--- src/sv/r5id_pkg.sv ---
// ----------------------------------------------------------------------------
// r5id_pkg
// Shared types and codes for the RISC5 instruction decoder.
// ----------------------------------------------------------------------------
package r5id_pkg;

	// instruction formats, bits 31:30
	localparam logic [1:0] FMT_REG = 2'd0;
	localparam logic [1:0] FMT_IMM = 2'd1;
	localparam logic [1:0] FMT_MEM = 2'd2;
	localparam logic [1:0] FMT_BR  = 2'd3;

	// ALU operations used by the decode
	localparam logic [3:0] OP_MOV = 4'd0;
	localparam logic [3:0] OP_ADD = 4'd8;
	localparam logic [3:0] OP_SUB = 4'd9;
	localparam logic [3:0] OP_MUL = 4'd10;

	// modifiers
	localparam logic [2:0] MOD_NONE  = 3'd0;
	localparam logic [2:0] MOD_CARRY = 3'd1;
	localparam logic [2:0] MOD_UMUL  = 3'd2;
	localparam logic [2:0] MOD_H     = 3'd3;
	localparam logic [2:0] MOD_FLAGS = 3'd4;

	// branch kinds
	localparam logic [2:0] BK_BR_REG   = 3'd0;
	localparam logic [2:0] BK_RTI      = 3'd1;
	localparam logic [2:0] BK_DI       = 3'd2;
	localparam logic [2:0] BK_EI       = 3'd3;
	localparam logic [2:0] BK_UNDEF    = 3'd4;
	localparam logic [2:0] BK_CALL_REG = 3'd5;
	localparam logic [2:0] BK_BR_REL   = 3'd6;
	localparam logic [2:0] BK_CALL_REL = 3'd7;

	// register-branch sub forms, bits 5:4
	localparam logic [1:0] SUB_BR   = 2'd0;
	localparam logic [1:0] SUB_RTI  = 2'd1;
	localparam logic [1:0] SUB_INTR = 2'd2;
	localparam logic [1:0] SUB_UNDF = 2'd3;

	typedef struct packed {
		logic [1:0]  format;
		logic [3:0]  reg_a;
		logic [3:0]  reg_b;
		logic [3:0]  reg_c;
		logic [3:0]  alu_op;
		logic [2:0]  modifier;
		logic        mem_store;
		logic        mem_byte;
		logic [2:0]  branch_kind;
		logic [3:0]  cond;
		logic [31:0] operand_value;
		logic [31:0] branch_target;
	} result_t;

endpackage

--- src/sv/r5id_decode.sv ---
// ----------------------------------------------------------------------------
// r5id_decode
// Combinational field decode of one instruction word and its address.
// ----------------------------------------------------------------------------
module r5id_decode (
	input  logic [31:0]      instr,
	input  logic [31:0]      pc,
	output r5id_pkg::result_t res
);

	logic [1:0]  fmt;
	logic        u;
	logic        v;
	logic [3:0]  fa;
	logic [3:0]  fb;
	logic [3:0]  fop;
	logic [3:0]  fc;
	logic [31:0] imm;
	logic [29:0] tgt_word;

	assign fmt = instr[31:30];
	assign u   = instr[29];
	assign v   = instr[28];
	assign fa  = instr[27:24];
	assign fb  = instr[23:20];
	assign fop = instr[19:16];
	assign fc  = instr[3:0];

	// immediate filled with v (ones when v, else zeros), MOV with u moves it to the upper half
	always_comb begin
		imm = {(v ? 16'hFFFF : 16'h0000), instr[15:0]};
		if (fop == r5id_pkg::OP_MOV && u)
			imm = {imm[15:0], 16'h0000};
	end

	// word target: (pc>>2) + 1 + sign-extended offset, modulo 2^30 words
	assign tgt_word = pc[31:2] + 30'd1 + {{6{instr[23]}}, instr[23:0]};

	always_comb begin
		res        = '0;
		res.format = fmt;
		unique case (fmt) inside
			r5id_pkg::FMT_REG, r5id_pkg::FMT_IMM: begin
				res.reg_a  = fa;
				res.alu_op = fop;
				if (fop == r5id_pkg::OP_MOV) begin
					if (fmt == r5id_pkg::FMT_REG) begin
						if (!u)
							res.reg_c = fc;
						else
							res.modifier = v ? r5id_pkg::MOD_FLAGS : r5id_pkg::MOD_H;
					end
				end else begin
					res.reg_b = fb;
					if (fmt == r5id_pkg::FMT_REG)
						res.reg_c = fc;
					if (u) begin
						unique case (fop) inside
							r5id_pkg::OP_ADD, r5id_pkg::OP_SUB:
								res.modifier = r5id_pkg::MOD_CARRY;
							r5id_pkg::OP_MUL:
								res.modifier = r5id_pkg::MOD_UMUL;
							default:
								res.modifier = r5id_pkg::MOD_NONE;
						endcase
					end
				end
				if (fmt == r5id_pkg::FMT_IMM)
					res.operand_value = imm;
			end
			r5id_pkg::FMT_MEM: begin
				res.reg_a         = fa;
				res.reg_b         = fb;
				res.mem_store     = u;
				res.mem_byte      = v;
				res.operand_value = {{12{instr[19]}}, instr[19:0]};
			end
			default: begin
				if (!u) begin
					if (!v) begin
						unique case (instr[5:4])
							r5id_pkg::SUB_BR: begin
								res.branch_kind = r5id_pkg::BK_BR_REG;
								res.reg_c       = fc;
								res.cond        = fa;
							end
							r5id_pkg::SUB_RTI:  res.branch_kind = r5id_pkg::BK_RTI;
							r5id_pkg::SUB_INTR: res.branch_kind = instr[0] ? r5id_pkg::BK_EI
							                                               : r5id_pkg::BK_DI;
							default:            res.branch_kind = r5id_pkg::BK_UNDEF;
						endcase
					end else begin
						res.branch_kind = r5id_pkg::BK_CALL_REG;
						res.reg_c       = fc;
						res.cond        = fa;
					end
				end else begin
					res.branch_kind   = v ? r5id_pkg::BK_CALL_REL : r5id_pkg::BK_BR_REL;
					res.cond          = fa;
					res.branch_target = {tgt_word, 2'b00};
				end
			end
		endcase
	end

endmodule

--- src/sv/risc5_instruction_decoder_unit.sv ---
// ----------------------------------------------------------------------------
// risc5_instruction_decoder_unit
// Two-stage RISC5 instruction decoder: input register, decode, result register.
// ----------------------------------------------------------------------------
//  channel | signals                        | direction | beat
//  --------+--------------------------------+-----------+--------------------------
//  in      | in_valid in_ready instr pc     | sink      | one instruction word
//  out     | out_valid out_ready format ... | source    | one decoded instruction
//
//  One beat per cycle sustained while out is ready; a beat passes the input register, then the result register.
//  The decode sits between the input register and the result register.
//  Reset clears both stage valid bits; no beat is shown after reset.
//  A stall on out holds the result; in keeps taking beats while a stage is free.
// ----------------------------------------------------------------------------
module risc5_instruction_decoder_unit (
	input  logic        clk,
	input  logic        arst_n,
	input  logic        in_valid,
	output logic        in_ready,
	input  logic [31:0] instr,
	input  logic [31:0] pc,
	output logic        out_valid,
	input  logic        out_ready,
	output logic [1:0]  format,
	output logic [3:0]  reg_a,
	output logic [3:0]  reg_b,
	output logic [3:0]  reg_c,
	output logic [3:0]  alu_op,
	output logic [2:0]  modifier,
	output logic        mem_store,
	output logic        mem_byte,
	output logic [2:0]  branch_kind,
	output logic [3:0]  cond,
	output logic [31:0] operand_value,
	output logic [31:0] branch_target
);

	logic              valid_s1;
	logic [31:0]       instr_s1;
	logic [31:0]       pc_s1;
	logic              valid_s2;
	r5id_pkg::result_t res_s2;
	r5id_pkg::result_t res_d;
	logic              adv_s2;

	assign adv_s2   = !valid_s2 || out_ready;
	assign in_ready = !valid_s1 || adv_s2;

	always_ff @(posedge clk or negedge arst_n) begin
		if (!arst_n) begin
			valid_s1 <= 1'b0;
			valid_s2 <= 1'b0;
		end else begin
			if (in_ready)
				valid_s1 <= in_valid;
			if (adv_s2)
				valid_s2 <= valid_s1;
		end
	end

	always_ff @(posedge clk) begin
		if (in_ready && in_valid) begin
			instr_s1 <= instr;
			pc_s1    <= pc;
		end
		if (adv_s2 && valid_s1)
			res_s2 <= res_d;
	end

	r5id_decode u_decode (
		.instr (instr_s1),
		.pc    (pc_s1),
		.res   (res_d)
	);

	assign out_valid     = valid_s2;
	assign format        = res_s2.format;
	assign reg_a         = res_s2.reg_a;
	assign reg_b         = res_s2.reg_b;
	assign reg_c         = res_s2.reg_c;
	assign alu_op        = res_s2.alu_op;
	assign modifier      = res_s2.modifier;
	assign mem_store     = res_s2.mem_store;
	assign mem_byte      = res_s2.mem_byte;
	assign branch_kind   = res_s2.branch_kind;
	assign cond          = res_s2.cond;
	assign operand_value = res_s2.operand_value;
	assign branch_target = res_s2.branch_target;

	a_no_block: assert property (@(posedge clk) disable iff (!arst_n)
		out_ready |-> in_ready)
		else $error("input blocked while output drains");

	a_latency: assert property (@(posedge clk) disable iff (!arst_n)
		(in_valid && in_ready) ##1 out_ready |=> out_valid)
		else $error("accepted beat did not reach output");

	a_br_fields: assert property (@(posedge clk) disable iff (!arst_n)
		out_valid && format != r5id_pkg::FMT_BR |-> branch_kind == '0 && branch_target == '0)
		else $error("branch fields set outside branch format");

	a_mem_fields: assert property (@(posedge clk) disable iff (!arst_n)
		out_valid && format != r5id_pkg::FMT_MEM |-> !mem_store && !mem_byte)
		else $error("memory fields set outside memory format");

endmodule
--- config.mk ---
export PLATFORM = sky130hd
export DESIGN_NAME = risc5_instruction_decoder_unit
export DESIGN_NICKNAME = d
export VERILOG_FILES = /design/src/sv/r5id_pkg.sv /design/src/sv/r5id_decode.sv /design/src/sv/risc5_instruction_decoder_unit.sv
export SDC_FILE = /design/constraint.sdc
export NUM_CORES = 1
export LEC_CHECK = 0
export BUFFER_PORTS_ARGS = -buffer_cell sky130_fd_sc_hd__buf_4
export CAP_MARGIN = 20
export CORE_ASPECT_RATIO = 0.8
export CORE_MARGIN = 4
export CORE_UTILIZATION = 59
export DETAILED_ROUTE_END_ITERATION = 10
export HOLD_SLACK_MARGIN = 0.08
export PLACE_DENSITY = 0.94
export SLEW_MARGIN = 20
export SYNTH_ARGS = -nofsm -noshare
export SYNTH_HDL_FRONTEND = slang
export SYNTH_HIERARCHICAL = 1
export SYNTH_SLANG_ARGS = --single-unit
--- constraint.sdc ---
create_clock -name clk -period 5.6 [get_ports clk]
set_input_delay 0.28 -clock clk [delete_from_list [all_inputs] [get_ports clk]]
set_output_delay 0.28 -clock clk [all_outputs]
set_load 0.01 [all_outputs]
==> impl_metrics.prom <==
# TYPE chip_impl_metric gauge
chip_impl_metric{name="synth_area_per_cell",unit="um2"} 12.9
chip_impl_metric{name="timing.fmax",unit="MHz"} 310
chip_impl_metric{name="layout.cells.non_filler",unit=""} 947
chip_impl_metric{name="core_area",unit="um2"} 12200
chip_impl_metric{name="drive_above_1_share",unit="%"} 26.0
chip_impl_metric{name="skew",unit="ns"} 0.0156
chip_impl_metric{name="cts_buffers",unit=""} 17
chip_impl_metric{name="setup-violations-final",unit=""} 0
chip_impl_info{name="critical_path.endpoint_type",value="register"} 1
chip_impl_metric{name="std_cell_rows",unit=""} 36
chip_impl_metric{name="finalWorstPathRequiredPeriod",unit="ns"} 3.22
chip_impl_metric{name="min_period_over_period",unit="%"} 57.5
chip_impl_metric{name="num_antenna_cells",unit=""} 0
chip_impl_metric{name="drt_pass1_iterations",unit=""} 6
chip_impl_metric{name="p_switching",unit="mW"} 0.815
chip_impl_metric{name="critPathArrivalTime",unit="ns"} 3.39
chip_impl_metric{name="final_critical_path_setup_slack",unit="ns"} 2.38
chip_impl_info{name="cts_root_buffer",value="clkbuf_16"} 1
chip_impl_metric{name="worst-endpoint-required",unit="ns"} 5.77
chip_impl_metric{name="design.portCount",unit=""} 164
chip_impl_metric{name="cp_max_fo",unit=""} 4
chip_impl_info{name="run_status",value="finished, final reports clean"} 1
chip_impl_info{name="mostFrequentLayoutCell",value="buf_4"} 1
chip_impl_metric{name="routed_wire_length_per_instance",unit="um"} 21.4
chip_impl_info{name="class_of_the_most_critical_hold_timing_path",value="input pin to register"} 1
chip_impl_info{name="worstSetupStartpointType",value="register"} 1
chip_impl_metric{name="timing_worst_slew_pin_value",unit="ns"} 0.853
chip_impl_metric{name="internal_power",unit="mW"} 2.30
chip_impl_metric{name="design_power_total",unit="mW"} 3.12
chip_impl_metric{name="hold_ws",unit="ns"} 0.152
chip_impl_metric{name="finalInstanceArea",unit="um2"} 9830
chip_impl_metric{name="grt_max_degree",unit=""} 63
chip_impl_metric{name="post-cts-setup-buffer-count",unit=""} 0
chip_impl_metric{name="drv.max_cap_violation_count",unit=""} 0
chip_impl_metric{name="gr-total-overflow",unit=""} 0
chip_impl_info{name="layout_common_cells",value="buf_4, edfxtp_1, dlygate4sd3_1, nor2_1, a21oi_1"} 1
chip_impl_metric{name="syn_inst",unit=""} 568
chip_impl_metric{name="fp.dieH",unit="um"} 108
chip_impl_metric{name="dpl-instance-area",unit="um2"} 8620
chip_impl_metric{name="area.sequential",unit="um2"} 4730
chip_impl_metric{name="multi_input_area",unit="um2"} 2450
chip_impl_metric{name="max_ir_drop_vdd",unit="V"} 0.000350
chip_impl_metric{name="global_route_wire_length_before_repair",unit="um"} 31200
chip_impl_metric{name="cts_repair_resize_count",unit=""} 0
chip_impl_metric{name="seq_power_share",unit="%"} 46.9
chip_impl_metric{name="place.detailed.instances",unit=""} 853
chip_impl_metric{name="ctsLongestPathBuffers",unit=""} 2
chip_impl_metric{name="final.setup.tns",unit="ns"} 0
chip_impl_metric{name="proportion_of_total_power_due_to_net_switching",unit="%"} 26.1
chip_impl_metric{name="htree_levels",unit=""} 4
chip_impl_metric{name="vias_in_the_first_global_route",unit=""} 5711
chip_impl_metric{name="finalWirelength",unit="um"} 20300
chip_impl_metric{name="timing_hold_violations_final",unit=""} 0
chip_impl_metric{name="initial_core_util",unit="%"} 60.3
chip_impl_metric{name="syn_area",unit="um2"} 7340
chip_impl_metric{name="hold_buffers",unit=""} 64
chip_impl_metric{name="clk-insertion-delay-late",unit="ns"} 0.44
chip_impl_metric{name="floorplan.die_area",unit="um2"} 14300
chip_impl_metric{name="dr.first_iter.drc_count",unit=""} 763
chip_impl_metric{name="grt_antenna_before_repair",unit=""} 0
chip_impl_metric{name="final_util",unit="%"} 80.8
chip_impl_metric{name="power.density",unit="nW/um2"} 317
chip_impl_metric{name="max-slew-margin-rel",unit="%"} 43.1
chip_impl_metric{name="yosysWarningCount",unit=""} 6
chip_impl_metric{name="via_per_inst",unit=""} 6.07
chip_impl_info{name="tritoncts",value="yes"} 1
chip_impl_metric{name="num_vias",unit=""} 5745
chip_impl_metric{name="place_hpwl",unit="um"} 13000
chip_impl_metric{name="number_of_clock_sinks",unit=""} 158
chip_impl_metric{name="placement.io_buffers",unit=""} 161
chip_impl_metric{name="fin_nets",unit=""} 882
chip_impl_metric{name="fillerInstances",unit=""} 667
chip_impl_metric{name="pre_cts_slack",unit="ns"} 2.59
chip_impl_metric{name="pwr-share-clk",unit="%"} 36.2
chip_impl_metric{name="ant_nets",unit=""} 0
chip_impl_info{name="timing_worst_setup_path_type",value="register to register"} 1
chip_impl_metric{name="grtUsageTotal",unit="%"} 28.7
chip_impl_metric{name="clk_slew_on_worst_s_h_paths",unit="ns"} 0.06
chip_impl_metric{name="detail_route.drc_violations",unit=""} 0
chip_impl_info{name="rsz_0062_raised_after_global_routing",value="false"} 1
chip_impl_metric{name="globalplace.congestion",unit=""} 0.866
chip_impl_metric{name="fp.dieW",unit="um"} 133
chip_impl_metric{name="final_report_max_slew_violation_count",unit=""} 0
chip_impl_metric{name="area_growth",unit="%"} 33.9
chip_impl_metric{name="p_leak",unit="nW"} 3.97
chip_impl_metric{name="power.combinational.fraction",unit="%"} 16.8
## worst max-delay path: stages, from the launching register on
cell and delay [ns]:
edfxtp_1 0.43, inv_1 0.11, ha_1 0.18, inv_1 0.06, fa_1 0.42, a211oi_1 0.40
o21ai_0 0.17, a21oi_1 0.37, o31ai_2 0.24, a41oi_1 0.38, xor2_1 0.17, nor2_1 0.06
## final timing paths
path,slack [ns],cells past startpoint,end,start
worst min-delay path,0.15,3,valid_s1,out_ready
max in group asynchronous,5.34,2,out_valid,arst_n
worst max register to register,2.38,11,branch_target[26],instr_s1[0]
min in group asynchronous,0.17,2,valid_s1,arst_n
worst max-delay path,2.38,11,branch_target[26],instr_s1[0]
worst min register to register,0.55,1,cond[1],instr_s1[25]
## registers in the layout (all words and copies together), names as in the netlist
signal / cells
branch_target: 32
instr_s1: 32
operand_value: 32
pc_s1: 30
alu_op: 4
cond: 4
reg_a: 4
reg_b: 4
reg_c: 4
branch_kind: 3
modifier: 3
format: 2
mem_byte: 1
mem_store: 1
out_valid: 1
valid_s1: 1
## power by group through the flow
stage / Clock (mW) / Combinational (mW) / Sequential (mW)
6_report: 1.13 / 0.525 / 1.46
5_1_grt: 1.19 / 0.565 / 1.47
4_1_cts: 1.14 / 0.512 / 1.46
3_5_place_dp: 0 / 0.473 / 1.48
3_3_place_gp: 0 / 0.454 / 1.48
2_1_floorplan: 0 / 0.254 / 1.50
## metal layers
metal	part of all wire (%)	track usage, %	vias up
li1	-	-	2555
met1	39	36.5	2749
met2	49	48.3	386
met3	9.4	7.06	55
met4	2.6	10.2	0
met5	0	0	-
## layout make-up
type	instances	share of cell area (%)
clock inverter	13	1.44
tap	152	1.93
timing repair buffer	227	19.0
inverter	7	0.267
multi-input combinational	373	24.9
clock buffer	17	4.33
sequential	158	48.2
No activity file was read; power rests on OpenSTA's default activity.
